### config.mk
export PLATFORM = sky130hd
export DESIGN_NAME = led_pattern_linear_fade_core
export DESIGN_NICKNAME = d
export VERILOG_FILES = /design/src/sv/lplf_pkg.sv /design/src/sv/lplf_div.sv /design/src/sv/lplf_chan.sv /design/src/sv/led_pattern_linear_fade_core.sv
export SDC_FILE = /design/constraint.sdc
export NUM_CORES = 1
export LEC_CHECK = 0
export ABC_AREA = 1
export BUFFER_PORTS_ARGS = -buffer_cell sky130_fd_sc_hd__buf_2
export CAP_MARGIN = 20
export CORE_ASPECT_RATIO = 1.25
export CORE_UTILIZATION = 50
export CTS_BUF_LIST = sky130_fd_sc_hd__clkbuf_8 sky130_fd_sc_hd__clkbuf_16
export CTS_CLUSTER_SIZE = 8
export DETAILED_ROUTE_END_ITERATION = 12
export PLACE_DENSITY = 0.8
export SYNTH_ARGS = -nofsm -noshare
export SYNTH_HDL_FRONTEND = slang
export SYNTH_SLANG_ARGS = --single-unit
### constraint.sdc
create_clock -name i_clk -period 10.6 [get_ports i_clk]
set_input_delay 0.53 -clock i_clk [delete_from_list [all_inputs] [get_ports i_clk]]
set_output_delay 0.53 -clock i_clk [all_outputs]
set_load 0.01 [all_outputs]
### src/sv/lplf_pkg.sv
`timescale 1ns / 1ps

package lplf_pkg;

    localparam int PATTERN_LEDS  = 3;
    localparam int CH_PER_LED    = 3;
    localparam int CHANNELS      = PATTERN_LEDS * CH_PER_LED;
    localparam int CH_IDX_W      = $clog2(CHANNELS);
    localparam int BYTE_W        = 8;
    localparam int FRACTION_BITS = 16;
    localparam int LVL_W         = BYTE_W + FRACTION_BITS;
    localparam int INC_W         = LVL_W + 1;
    localparam int SUM_W         = LVL_W + 2;
    localparam int COLOR_W       = CH_PER_LED * BYTE_W;
    localparam int FC_W          = 16;
    localparam int DIV_STEPS     = LVL_W;
    localparam int DIV_CNT_W     = $clog2(DIV_STEPS + 1);
    localparam int CFG_IDX_W     = 3;
    localparam int CFG_DATA_W    = COLOR_W;
    localparam int OUT_DATA_W    = PATTERN_LEDS * COLOR_W;
    localparam int IN_DATA_W     = 8;

    localparam logic [BYTE_W-1:0] LEVEL_MAX = BYTE_W'(127);
    localparam logic [LVL_W-1:0]  LEVEL_TOP = {LEVEL_MAX, {FRACTION_BITS{1'b0}}};

    // register indexes of the configuration port
    localparam logic [CFG_IDX_W-1:0] CFG_START_A     = CFG_IDX_W'(0);
    localparam logic [CFG_IDX_W-1:0] CFG_START_B     = CFG_IDX_W'(1);
    localparam logic [CFG_IDX_W-1:0] CFG_START_C     = CFG_IDX_W'(2);
    localparam logic [CFG_IDX_W-1:0] CFG_END_A       = CFG_IDX_W'(3);
    localparam logic [CFG_IDX_W-1:0] CFG_END_B       = CFG_IDX_W'(4);
    localparam logic [CFG_IDX_W-1:0] CFG_END_C       = CFG_IDX_W'(5);
    localparam logic [CFG_IDX_W-1:0] CFG_FRAME_COUNT = CFG_IDX_W'(6);

    typedef struct packed {
        logic load;   // push a freshly computed channel into the ring
        logic upd;    // push the stepped and clamped head channel
    } t_chan_ctl;

endpackage

### src/sv/lplf_div.sv
`timescale 1ns / 1ps

// Restoring divider, one quotient bit per cycle.
module lplf_div (
    input  logic                        i_clk,
    input  logic                        i_rst_n,
    input  logic                        i_start,
    input  logic [lplf_pkg::LVL_W-1:0]  i_dividend,
    input  logic [lplf_pkg::FC_W-1:0]   i_divisor,
    output logic                        o_done,
    output logic [lplf_pkg::LVL_W-1:0]  o_quot
);
    import lplf_pkg::*;

    logic                 r_busy;
    logic                 r_done;
    logic [DIV_CNT_W-1:0] r_cnt;
    logic [FC_W-1:0]      r_rem;
    logic [LVL_W-1:0]     r_dvd;
    logic [FC_W-1:0]      r_dsr;

    logic [FC_W:0]        w_trial;
    logic [FC_W:0]        w_diff;
    logic                 w_qbit;

    assign w_trial = {r_rem, r_dvd[LVL_W-1]};
    assign w_diff  = w_trial - {1'b0, r_dsr};
    assign w_qbit  = (w_trial >= {1'b0, r_dsr});

    always_ff @(posedge i_clk) begin
        if (!i_rst_n) begin
            r_busy <= 1'b0;
            r_done <= 1'b0;
            r_cnt  <= '0;
        end else begin
            r_done <= 1'b0;
            if (i_start) begin
                r_busy <= 1'b1;
                r_cnt  <= DIV_CNT_W'(DIV_STEPS);
            end else if (r_busy) begin
                r_cnt <= r_cnt - 1'b1;
                if (r_cnt == DIV_CNT_W'(1)) begin
                    r_busy <= 1'b0;
                    r_done <= 1'b1;
                end
            end
        end
    end

    // shift the dividend out at the top, the quotient in at the bottom
    always_ff @(posedge i_clk) begin
        if (i_start) begin
            r_rem <= '0;
            r_dvd <= i_dividend;
            r_dsr <= i_divisor;
        end else if (r_busy) begin
            r_rem <= w_qbit ? w_diff[FC_W-1:0] : w_trial[FC_W-1:0];
            r_dvd <= {r_dvd[LVL_W-2:0], w_qbit};
        end
    end

    assign o_done = r_done;
    assign o_quot = r_dvd;

endmodule

### src/sv/lplf_chan.sv
`timescale 1ns / 1ps

// Ring of channel levels and increments; the head is stepped one channel a cycle while upd is held.
module lplf_chan (
    input  logic                                        i_clk,
    input  lplf_pkg::t_chan_ctl                         i_ctl,
    input  logic [lplf_pkg::LVL_W-1:0]                  i_load_level,
    input  logic [lplf_pkg::INC_W-1:0]                  i_load_inc,
    output logic [lplf_pkg::CHANNELS-1:0][lplf_pkg::BYTE_W-1:0] o_levels
);
    import lplf_pkg::*;

    logic [LVL_W-1:0] r_lvl [CHANNELS];
    logic [INC_W-1:0] r_inc [CHANNELS];

    logic signed [SUM_W-1:0] w_sum;
    logic [LVL_W-1:0]        w_step;
    logic [LVL_W-1:0]        n_tail_lvl;
    logic [INC_W-1:0]        n_tail_inc;

    assign w_sum = $signed({2'b00, r_lvl[0]}) + $signed({r_inc[0][INC_W-1], r_inc[0]});

    always_comb begin
        priority if (w_sum < 0) begin
            w_step = '0;
        end else if (w_sum > $signed({2'b00, LEVEL_TOP})) begin
            w_step = LEVEL_TOP;
        end else begin
            w_step = w_sum[LVL_W-1:0];
        end
    end

    always_comb begin
        if (i_ctl.load) begin
            n_tail_lvl = i_load_level;
            n_tail_inc = i_load_inc;
        end else begin
            n_tail_lvl = w_step;
            n_tail_inc = r_inc[0];
        end
    end

    always_ff @(posedge i_clk) begin
        if (i_ctl.load || i_ctl.upd) begin
            for (int k = 0; k < CHANNELS - 1; k++) begin
                r_lvl[k] <= r_lvl[k+1];
                r_inc[k] <= r_inc[k+1];
            end
            r_lvl[CHANNELS-1] <= n_tail_lvl;
            r_inc[CHANNELS-1] <= n_tail_inc;
        end
    end

    // integer parts, valid while the ring is aligned
    always_comb begin
        for (int k = 0; k < CHANNELS; k++) begin
            o_levels[k] = r_lvl[k][LVL_W-1:FRACTION_BITS];
        end
    end

endmodule

### src/sv/led_pattern_linear_fade_core.sv
`timescale 1ns / 1ps

// Channel   Direction  Handshake              Payload
// s (tick)  in         i_s_tvalid/o_s_tready  i_s_tdata[0] restart
// m (frame) out        o_m_tvalid/i_m_tready  o_m_tdata colours a,b,c; o_m_tlast last frame
// cfg       in         i_cfg_we               i_cfg_idx, i_cfg_wdata
//
// A restart tick runs each of the nine channels' increment through the bit-serial
// divider, 24 quotient bits one per cycle. A plain tick during a fade makes one ring step
// per channel after the frame is captured. A tick with no fade running is taken and
// dropped, and the tick side stays ready.
// Reset is synchronous and active low; it clears control state and loads the register
// defaults (colours 0, frame count 1). A waiting frame holds the output register; a
// new tick is still accepted and stalls only at its own capture point.
module led_pattern_linear_fade_core (
    input  logic                                i_clk,
    input  logic                                i_rst_n,
    input  logic                                i_s_tvalid,
    output logic                                o_s_tready,
    input  logic [lplf_pkg::IN_DATA_W-1:0]      i_s_tdata,   // [0] restart, rest zero
    output logic                                o_m_tvalid,
    input  logic                                i_m_tready,
    output logic [lplf_pkg::OUT_DATA_W-1:0]     o_m_tdata,   // color_a, color_b, color_c
    output logic                                o_m_tlast,   // last_frame
    input  logic                                i_cfg_we,
    input  logic [lplf_pkg::CFG_IDX_W-1:0]      i_cfg_idx,
    input  logic [lplf_pkg::CFG_DATA_W-1:0]     i_cfg_wdata
);
    import lplf_pkg::*;

    localparam logic [2:0] S_IDLE   = 3'd0;
    localparam logic [2:0] S_DSTART = 3'd1;
    localparam logic [2:0] S_DWAIT  = 3'd2;
    localparam logic [2:0] S_EMIT   = 3'd3;
    localparam logic [2:0] S_UPD    = 3'd4;

    localparam logic [CH_IDX_W-1:0] CH_LAST = CH_IDX_W'(CHANNELS - 1);

    // configuration registers
    logic [COLOR_W-1:0] r_start_a, r_start_b, r_start_c;
    logic [COLOR_W-1:0] r_end_a, r_end_b, r_end_c;
    logic [FC_W-1:0]    r_frame_count;

    // sequencer
    logic [2:0]          r_state;
    logic [CH_IDX_W-1:0] r_ch;
    logic [FC_W-1:0]     r_frames_left;
    logic                r_active;
    logic [FC_W-1:0]     r_fc;

    // start and end bytes, shifted out one channel at a time
    logic [OUT_DATA_W-1:0] r_s_sh;
    logic [OUT_DATA_W-1:0] r_e_sh;

    // output register
    logic                  r_m_valid;
    logic [OUT_DATA_W-1:0] r_m_data;
    logic                  r_m_last;

    logic                  w_s_xfer;
    logic                  w_restart;
    logic                  w_capture;
    logic [BYTE_W-1:0]     w_s_byte;
    logic [BYTE_W-1:0]     w_e_byte;
    logic                  w_neg;
    logic [BYTE_W-1:0]     w_mag;
    logic                  w_div_start;
    logic                  w_div_done;
    logic [LVL_W-1:0]      w_quot;
    logic [INC_W-1:0]      w_inc;
    logic [LVL_W-1:0]      w_load_level;
    t_chan_ctl             w_ctl;
    logic [CHANNELS-1:0][BYTE_W-1:0] w_levels;

    assign o_s_tready = (r_state == S_IDLE);
    assign w_s_xfer   = i_s_tvalid && o_s_tready;
    assign w_restart  = i_s_tdata[0];
    assign w_capture  = (r_state == S_EMIT) && (!r_m_valid || i_m_tready);

    // configuration writes; an index past the list is ignored
    always_ff @(posedge i_clk) begin
        if (!i_rst_n) begin
            r_start_a     <= '0;
            r_start_b     <= '0;
            r_start_c     <= '0;
            r_end_a       <= '0;
            r_end_b       <= '0;
            r_end_c       <= '0;
            r_frame_count <= FC_W'(1);
        end else if (i_cfg_we) begin
            unique case (i_cfg_idx)
                CFG_START_A:     r_start_a     <= i_cfg_wdata;
                CFG_START_B:     r_start_b     <= i_cfg_wdata;
                CFG_START_C:     r_start_c     <= i_cfg_wdata;
                CFG_END_A:       r_end_a       <= i_cfg_wdata;
                CFG_END_B:       r_end_b       <= i_cfg_wdata;
                CFG_END_C:       r_end_c       <= i_cfg_wdata;
                CFG_FRAME_COUNT: r_frame_count <= i_cfg_wdata[FC_W-1:0];
                default:         ;
            endcase
        end
    end

    // signed increment of the head channel: (|e - s| << frac) / fc, sign of e - s
    assign w_s_byte     = r_s_sh[BYTE_W-1:0];
    assign w_e_byte     = r_e_sh[BYTE_W-1:0];
    assign w_neg        = (w_e_byte < w_s_byte);
    assign w_mag        = w_neg ? (w_s_byte - w_e_byte) : (w_e_byte - w_s_byte);
    assign w_inc        = w_neg ? (INC_W'(0) - {1'b0, w_quot}) : {1'b0, w_quot};
    assign w_load_level = {w_s_byte, {FRACTION_BITS{1'b0}}};
    assign w_div_start  = (r_state == S_DSTART);

    assign w_ctl.load = (r_state == S_DWAIT) && w_div_done;
    assign w_ctl.upd  = (r_state == S_UPD);

    always_ff @(posedge i_clk) begin
        if (!i_rst_n) begin
            r_state       <= S_IDLE;
            r_ch          <= '0;
            r_frames_left <= '0;
            r_active      <= 1'b0;
            r_m_valid     <= 1'b0;
        end else begin
            if (r_m_valid && i_m_tready) begin
                r_m_valid <= 1'b0;
            end
            unique case (r_state)
                S_IDLE: begin
                    if (w_s_xfer) begin
                        if (w_restart) begin
                            // abandon any fade under way and arm a new one
                            r_frames_left <= (r_frame_count == '0) ? FC_W'(1) : r_frame_count;
                            r_active      <= 1'b1;
                            r_ch          <= '0;
                            r_state       <= S_DSTART;
                        end else if (r_active) begin
                            r_state <= S_EMIT;
                        end
                    end
                end
                S_DSTART: begin
                    r_state <= S_DWAIT;
                end
                S_DWAIT: begin
                    if (w_div_done) begin
                        if (r_ch == CH_LAST) begin
                            r_ch    <= '0;
                            r_state <= S_EMIT;
                        end else begin
                            r_ch    <= r_ch + 1'b1;
                            r_state <= S_DSTART;
                        end
                    end
                end
                S_EMIT: begin
                    if (w_capture) begin
                        r_m_valid     <= 1'b1;
                        r_frames_left <= r_frames_left - 1'b1;
                        r_active      <= (r_frames_left != FC_W'(1));
                        r_ch          <= '0;
                        r_state       <= S_UPD;
                    end
                end
                S_UPD: begin
                    if (r_ch == CH_LAST) begin
                        r_ch    <= '0;
                        r_state <= S_IDLE;
                    end else begin
                        r_ch <= r_ch + 1'b1;
                    end
                end
                default: begin
                    r_state <= S_IDLE;
                end
            endcase
        end
    end

    // load the colour bytes on restart; drop the head byte once its channel is in the ring
    always_ff @(posedge i_clk) begin
        if (w_s_xfer && w_restart) begin
            r_s_sh <= {r_start_c, r_start_b, r_start_a};
            r_e_sh <= {r_end_c, r_end_b, r_end_a};
            r_fc   <= (r_frame_count == '0) ? FC_W'(1) : r_frame_count;
        end else if (w_ctl.load) begin
            r_s_sh <= {{BYTE_W{1'b0}}, r_s_sh[OUT_DATA_W-1:BYTE_W]};
            r_e_sh <= {{BYTE_W{1'b0}}, r_e_sh[OUT_DATA_W-1:BYTE_W]};
        end
    end

    // capture the frame before the levels are stepped
    always_ff @(posedge i_clk) begin
        if (w_capture) begin
            r_m_data <= w_levels;
            r_m_last <= (r_frames_left == FC_W'(1));
        end
    end

    lplf_div u_div (
        .i_clk      (i_clk),
        .i_rst_n    (i_rst_n),
        .i_start    (w_div_start),
        .i_dividend ({w_mag, {FRACTION_BITS{1'b0}}}),
        .i_divisor  (r_fc),
        .o_done     (w_div_done),
        .o_quot     (w_quot)
    );

    lplf_chan u_chan (
        .i_clk        (i_clk),
        .i_ctl        (w_ctl),
        .i_load_level (w_load_level),
        .i_load_inc   (w_inc),
        .o_levels     (w_levels)
    );

    assign o_m_tvalid = r_m_valid;
    assign o_m_tdata  = r_m_data;
    assign o_m_tlast  = r_m_last;

endmodule

==> results of run 1 <==
registers in the layout (all words and copies together), names as in the netlist, 24 cells and up:
| signal | count |
|---|---|
| r_start_c | 24 |
| r_start_a | 24 |
| u_chan.r_inc | 225 |
| u_div.o_quot | 24 |
| r_start_b | 24 |
| r_end_c | 24 |
| r_end_a | 24 |
| r_s_sh | 72 |
| o_m_tdata | 72 |
| r_e_sh | 72 |
| u_chan.r_lvl | 216 |
| r_end_b | 24 |
cell usage after synthesis (18+ instances only):
| master | number |
|---|---|
| nand2_1 | 719 |
| edfxtp_1 | 698 |
| nor2_1 | 342 |
| o21ai_0 | 262 |
| inv_1 | 255 |
| dfxtp_1 | 224 |
| a21oi_1 | 134 |
| clkbuf_1 | 100 |
| ha_1 | 62 |
| nand3_1 | 55 |
| xor2_1 | 25 |
| nor2_2 | 19 |
| xnor2_1 | 19 |
| nor3_1 | 18 |
cells by family (layout without fill, tap and decap cells):
logic type,Yosys count,after routing,synth area share (%)
xor gates and xnor gates,44,44,1.09
and+or+nand+nor,1203,1203,13.6
DFF,922,922,71.7
AOI/OAI and AO/OA,464,464,7.04
buffers and inverters,384,591,4.13
adders and majority gates,66,66,2.41
muxes,2,2,0.0564
how the worst min path moves through the flow:
stage,startpoint,endpoint,slack (ps),depth (start not counted)
after floorplan,u_chan.r_inc[0][25],u_chan.r_inc[0][0],400,0
after global placement,u_chan.r_inc[1][55],u_chan.r_inc[1][30],400,0
after detailed placement,u_chan.r_inc[0][47],u_chan.r_inc[0][22],400,0
after CTS,i_m_tready,o_m_tvalid,130,4
after global routing,i_cfg_wdata[20],r_end_b[20],170,3
final,i_m_tready,o_m_tvalid,160,4
through the flow:
stage	utilization, %	instance area, um^2	std cells
after floorplan	-	35500	3085
after global placement	52.8	36900	4025
after detailed placement	52.8	36900	4025
after CTS	58.3	40700	4225
after global routing	58.3	40700	4227
final	58.3	40700	4227
final cells by class:
cell class	count	area [um^2]
clock buffer	135	3380
fill	5248	29100
tap	935	1170
timing repair buffer	125	706
inverter	266	1000
sequential	922	25400
multi-input combinational	1779	8620
clock inverter	65	420
layer usage:
metal	global-route usage (%)	part of all wire (%)
met1	24.0	39
met2	35.9	52
met3	3.59	5.7
met4	8.17	2.9
met5	0	0
worst reg2reg max path, cell delays in order, from the launching register on:
cell and delay [ps]:
dfxtp_1 350, nor2_1 150, inv_1 80, nor2_1 90
inv_1 80, nor2_1 90, buf_4 240, inv_2 100
buf_4 290, nand2_4 320, buf_4 770, buf_4 750
power breakdown:
part	total [mW]	switching (mW)	leakage [nW]	internal (mW)
clock	3.78	1.50	2.03	2.28
sequential	4.47	0.139	8.18	4.33
combinational	1.42	1.00	5.88	0.419
==> impl_metrics.tcl, run 1 <==
set metrics [dict create \
    cts_htree_levels 4 \
    final_min_period_over_clock_period_pct 35.4 \
    worst_hold_path_type "primary input to flip-flop" \
    critical_path.n_buffers_inverters 7 \
    io_pins 115 \
    post_detailed_route_drc_marker_count 0 \
    achievable-frequency_mhz 266 \
    synth.area.top_cells "edfxtp_1 59%, dfxtp_1 13%, nand2_1 7.6%" \
    fin_tns_setup_ps 0 \
    share_of_synthesized_area_occupied_by_flip_flops_and_latches_pct 71.7 \
    setup.worst_path.start_class "flip-flop" \
    groute.usage.overall_pct 20.2 \
    drt_wl_total_um 71800 \
    worst_path_largest_cell_delay_ps 770 \
    layout_commonest_cell "nand2_1" \
    antenna_left 0 \
    worst_path_most_repeated_cell "buf_4" \
    syn-mean-instance-area_um2 11.5 \
    cts_resized 0 \
    clkLatencyLatePin_ps 710 \
    clock_skew_ps 22.5 \
    leakage_nw 16.1 \
    ctsLongestPathBuffers 3 \
    crit_type "flip-flop to flip-flop" \
    postCtsSetupRepairBufs 0 \
    post_drt_wl_per_cell_um 17.0 \
    run_status "finished, final reports clean" \
    synth_enable_flop_cells 698 \
    syn-instance-count 3085 \
    postLayoutSetupSlackWorst_ps 6850 \
    final.hold.worst_slack_ps 162 \
    worst_setup_path_end_kind "flip-flop" \
    regToRegEndpoint "r_e_sh[21]" \
    mappedNetlistArea_mm2 0.0355 \
    cts.hold.buffers_added 0 \
    area_growth_pct 14.8 \
    worst_ir_drop_vdd_mv 0.204 \
    dpl.hpwl_um 41100 \
    ctsRootBufferMaster "clkbuf_16" \
    netlist.top_cell.by_area "edfxtp_1" \
    synth_nets 3191 \
    yosys_register_bits 922 \
    first_pass_iters 5 \
    timing.critical_path.from "r_state[2]" \
    synth_top_area_share_pct 59.0 \
    synth-async-reset-ratio_pct 0 \
    antenna_cells 0 \
    dp_slack_ps 6810 \
    cts.clk_slew.worst_paths_ps 50 \
    maxCapViolCount 0 \
    report.final.hold_viol_count 0 \
    die_height_um 300 \
    period_minus_slack_ps 3750 \
    final-setup-viol-count 0 \
    cell_rows 108 \
    crit_path_end "r_e_sh[21]" \
    grt_pass1_vias 22030 \
    reg2reg_from "r_state[2]" \
    p_per_area_mw_per_mm2 237 \
    post_route_cells_drive_above_1_share_pct 10.1 \
    final_max_slew_viol_count 0 \
    timing.critical_path.slowest_stage_cell "buf_4" \
    timing_worst_slew_pin_value_ps 1150 \
    num_vias 22226 \
    slew_headroom_pct 23.6 \
    grt_setup_unrepaired "false" \
    cts-buffers-inserted 133 \
    cp_data_arrival_time_ps 4080 \
    critical_path_required_ps 10930 \
    rrSetupSlack_ps 6850 \
    cts_tree "done" \
    vias_per_cell 5.26 \
    gp_congestion 0.851 \
    number_of_antenna_violations_at_the_first_check_in_global_routing 0 \
    synth_cell_type_count 58 \
    crit_path_cells "nor2_1 -> inv_1 -> nor2_1 -> inv_1 -> nor2_1 -> buf_4 -> inv_2 -> buf_4 -> nand2_4 -> buf_4 -> buf_4" \
    floorplan.core_area_mm2 0.0699 \
    postSynth.topFlopCell "edfxtp_1" \
    clock_sinks 922 \
    layout.cells.most_common_list "717 x nand2_1, 698 x edfxtp_1, 341 x nor2_1" \
    rr_worst_depth 11 \
    detail_route.iter0.violations 2170 \
    crit_cells 11 \
    nets 3333 \
    path_max_fanout 73 \
    grt_first_pass_wirelength_um 114000 \
    worst_path_dominant_cell_family "buffers and inverters" \
    ys_warn_count 0 \
    fin_total_pwr_mw 9.67 \
    io_buffers 107 \
    fp.dieArea_mm2 0.0721 \
    floorplan.initialDensity_pct 50.8 \
    die_width_um 240 \
    grt_overflow_total 0 \
    grt_max_degree 215 \
]
Note: power is estimated with default switching activity, not from simulation.
==> run 2, diff against run 1 <==
Settings changed: ABC_AREA 1 to 0.
Clock period 10.6 ns to 3.3 ns, I/O delays scaled along.
==> impl_metrics.tcl, run 2 <==
set metrics [dict create \
    violations "setup timing" \
    die_width_um 240 \
    die_height_um 299 \
    worst_ir_drop_vdd_mv 0.543 \
    most_frequent_cell_after_synthesis "nand2_1" \
    cp_data_arrival_time_ps 4440 \
    io_buffers 107 \
    grt_max_degree 103 \
    cts_htree_levels 4 \
    cell_rows 108 \
    timing_worst_slew_pin_value_ps 1130 \
    crit_type "flip-flop to flip-flop" \
    final_min_period_over_clock_period_pct 118 \
    cts.clk_slew.worst_paths_ps 70 \
    grt_first_pass_wirelength_um 126000 \
    final_max_slew_viol_count 0 \
    maxCapViolCount 0 \
    timing.critical_path.slowest_stage_cell "nor2b_1" \
    largest_register_ff_count 225 \
    clkLatencyLatePin_ps 730 \
    post_drt_wl_per_cell_um 21.6 \
    worst_hold_path_type "primary input to flip-flop" \
    yosys_register_bits 922 \
    leakage_nw 15.5 \
    layout_commonest_cell "nand2_1" \
    path_max_fanout 12 \
    groute.usage.overall_pct 22.9 \
    grt_setup_unrepaired "true" \
    cts_tree "done" \
    syn-mean-instance-area_um2 12.4 \
    netlist_top_cells_count "800 x nand2_1, 698 x edfxtp_1, 242 x a21oi_1" \
    postSynth.topFlopCell "edfxtp_1" \
    postLayoutSetupSlackWorst_ps -606 \
    vias_per_cell 5.77 \
    cts-buffers-inserted 133 \
    antenna_left 0 \
    synth_enable_flop_cells 698 \
    report.final.hold_viol_count 0 \
    drt_wl_total_um 88200 \
    synth-async-reset-ratio_pct 0 \
    period_minus_slack_ps 3910 \
    dpl.hpwl_um 42700 \
    netlist.top_cell.by_area "edfxtp_1" \
    worst_path_largest_cell_delay_ps 650 \
    clock_skew_ps 29.2 \
    detail_route.iter0.violations 2832 \
    share_of_synthesized_area_occupied_by_flip_flops_and_latches_pct 72.0 \
    nFillCells 4842 \
    final-setup-viol-count 23 \
    fin_total_pwr_mw 29.2 \
    critical_path_required_ps 3840 \
    antenna_cells 0 \
    synth_nets 2946 \
    ctsLongestPathBuffers 3 \
    gp_congestion 0.885 \
    clock_sinks 922 \
    run_status "finished, violations left" \
    grt_pass1_vias 22734 \
    floorplan.core_area_mm2 0.0696 \
    synth_top_area_share_pct 59.3 \
    area_growth_pct 19.7 \
    synth.area.top_cells "edfxtp_1 59%, dfxtp_1 13%, nand2_1 8.5%" \
    finish.utilization_pct 60.7 \
    nets 3180 \
    crit_path_cells "ha_1 -> buf_4 -> a21oi_1 -> nor2b_1 -> a2111oi_4 -> buf_4 -> a21o_1 -> a221o_1 -> a21oi_2 -> nand2_2 -> buf_12 -> nor4b_4" \
    worst_path_most_repeated_cell "buf_4" \
    post_route_cells_drive_above_1_share_pct 14.8 \
    layout_top_registers "u_chan.r_inc x225, u_chan.r_lvl x216" \
    syn-instance-count 2840 \
    post_detailed_route_drc_marker_count 0 \
    fp.dieArea_mm2 0.0717 \
    synth_cell_type_count 80 \
    setup.worst_path.start_class "flip-flop" \
    grt_overflow_total 0 \
    achievable-frequency_mhz 256 \
    regMostFlops "u_chan.r_inc" \
    io_pins 115 \
    num_vias 23530 \
    worst_setup_path_end_kind "flip-flop" \
    floorplan.initialDensity_pct 50.8 \
    first_pass_iters 7 \
    slew_headroom_pct 24.8 \
    number_of_antenna_violations_at_the_first_check_in_global_routing 2 \
    ys_warn_count 0 \
    mappedNetlistArea_mm2 0.0353 \
    p_per_area_mw_per_mm2 692 \
    ctsRootBufferMaster "clkbuf_16" \
    layout.cells.most_common_list "796 x nand2_1, 698 x edfxtp_1, 235 x a21oi_1" \
]
run 2: cell type report:
cell class / count / area, um^2 / share of cell area, %
Clock buffer: 135 / 3380 / 7.99
Clock inverter: 68 / 438 / 1.04
Inverter: 68 / 264 / 0.625
Multi-Input combinational cell: 1711 / 9730 / 23.0
Sequential cell: 922 / 25400 / 60.2
Tap cell: 935 / 1170 / 2.77
Timing Repair Buffer: 238 / 1840 / 4.34
run 2: logic make-up (layout without fill, tap and decap cells):
group	count (synthesis)	count (layout)	synth area share, %
AOI/OAI and AO/OA	473	473	7.91
xor gates and xnor gates	54	54	1.34
adders and majority gates	66	66	2.42
buffers and inverters	207	509	2.24
DFF	922	922	72.0
muxes	31	31	0.889
and+or+nand+nor	1087	1087	13.2
run 2: final timing paths:
kind / from / endpoint / slack, ps / cells past startpoint
min reg2reg: u_chan.r_lvl[0][48] / u_chan.r_lvl[0][24] / 410 / 0
min: i_cfg_idx[1] / r_start_a[8] / 110 / 5
max: u_chan.r_lvl[0][18] / u_chan.r_lvl[2][5] / -610 / 12
max reg2reg: u_chan.r_lvl[0][18] / u_chan.r_lvl[2][5] / -610 / 12
run 2: per-layer routing:
metal | vias up | global-route usage, % | wire length (um)
li1 | 10502 | - | -
met1 | 11293 | 26.3 | 31200
met2 | 1360 | 39.9 | 44500
met3 | 371 | 5.09 | 7510
met4 | 4 | 11.7 | 4900
met5 | - | 0 | 25
run 2: report_power, final:
| group | total [mW] | switching (mW) | internal, mW |
|---|---|---|---|
| registers | 13.4 | 0.332 | 13.1 |
| logic | 3.31 | 2.06 | 1.25 |
| clock network | 12.5 | 5.18 | 7.36 |
| total | 29.2 | 7.57 | 21.7 |
run 2: repair_timing:
item / in CTS / in global routing
resized for setup: 40 / 64
setup endpoints to repair: 23 / 23
buffers inserted: 7 / 19
pin swaps: 6 / 26
hold buffers: 28 / 0
hold endpoints to repair: 170 / 0
gates cloned: 0 / 1
run 2: critical path, delay by kind of cell, from the launching register on:
kind / cells / cell delay, ps
simple gates: 3 / 1070
compound gates: 5 / 980
buf+inv: 3 / 590
flops: 1 / 580
fa+ha+maj: 1 / 460
run 2: stage by stage:
step | setup slack [ps] | cells | TNS [ps] | instance area (um^2) | hold WS (ps)
after floorplan | -5120 | 2840 | -2258950 | 35400 | 237
after global placement | -12.6 | 3818 | -12.6 | 37300 | 400
after detailed placement | -167 | 3818 | -1330 | 37300 | 405
after CTS | -20.8 | 4056 | -87.6 | 41700 | 76.0
after global routing | -545 | 4077 | -11090 | 42300 | 145
final | -606 | 4077 | -12130 | 42300 | 111
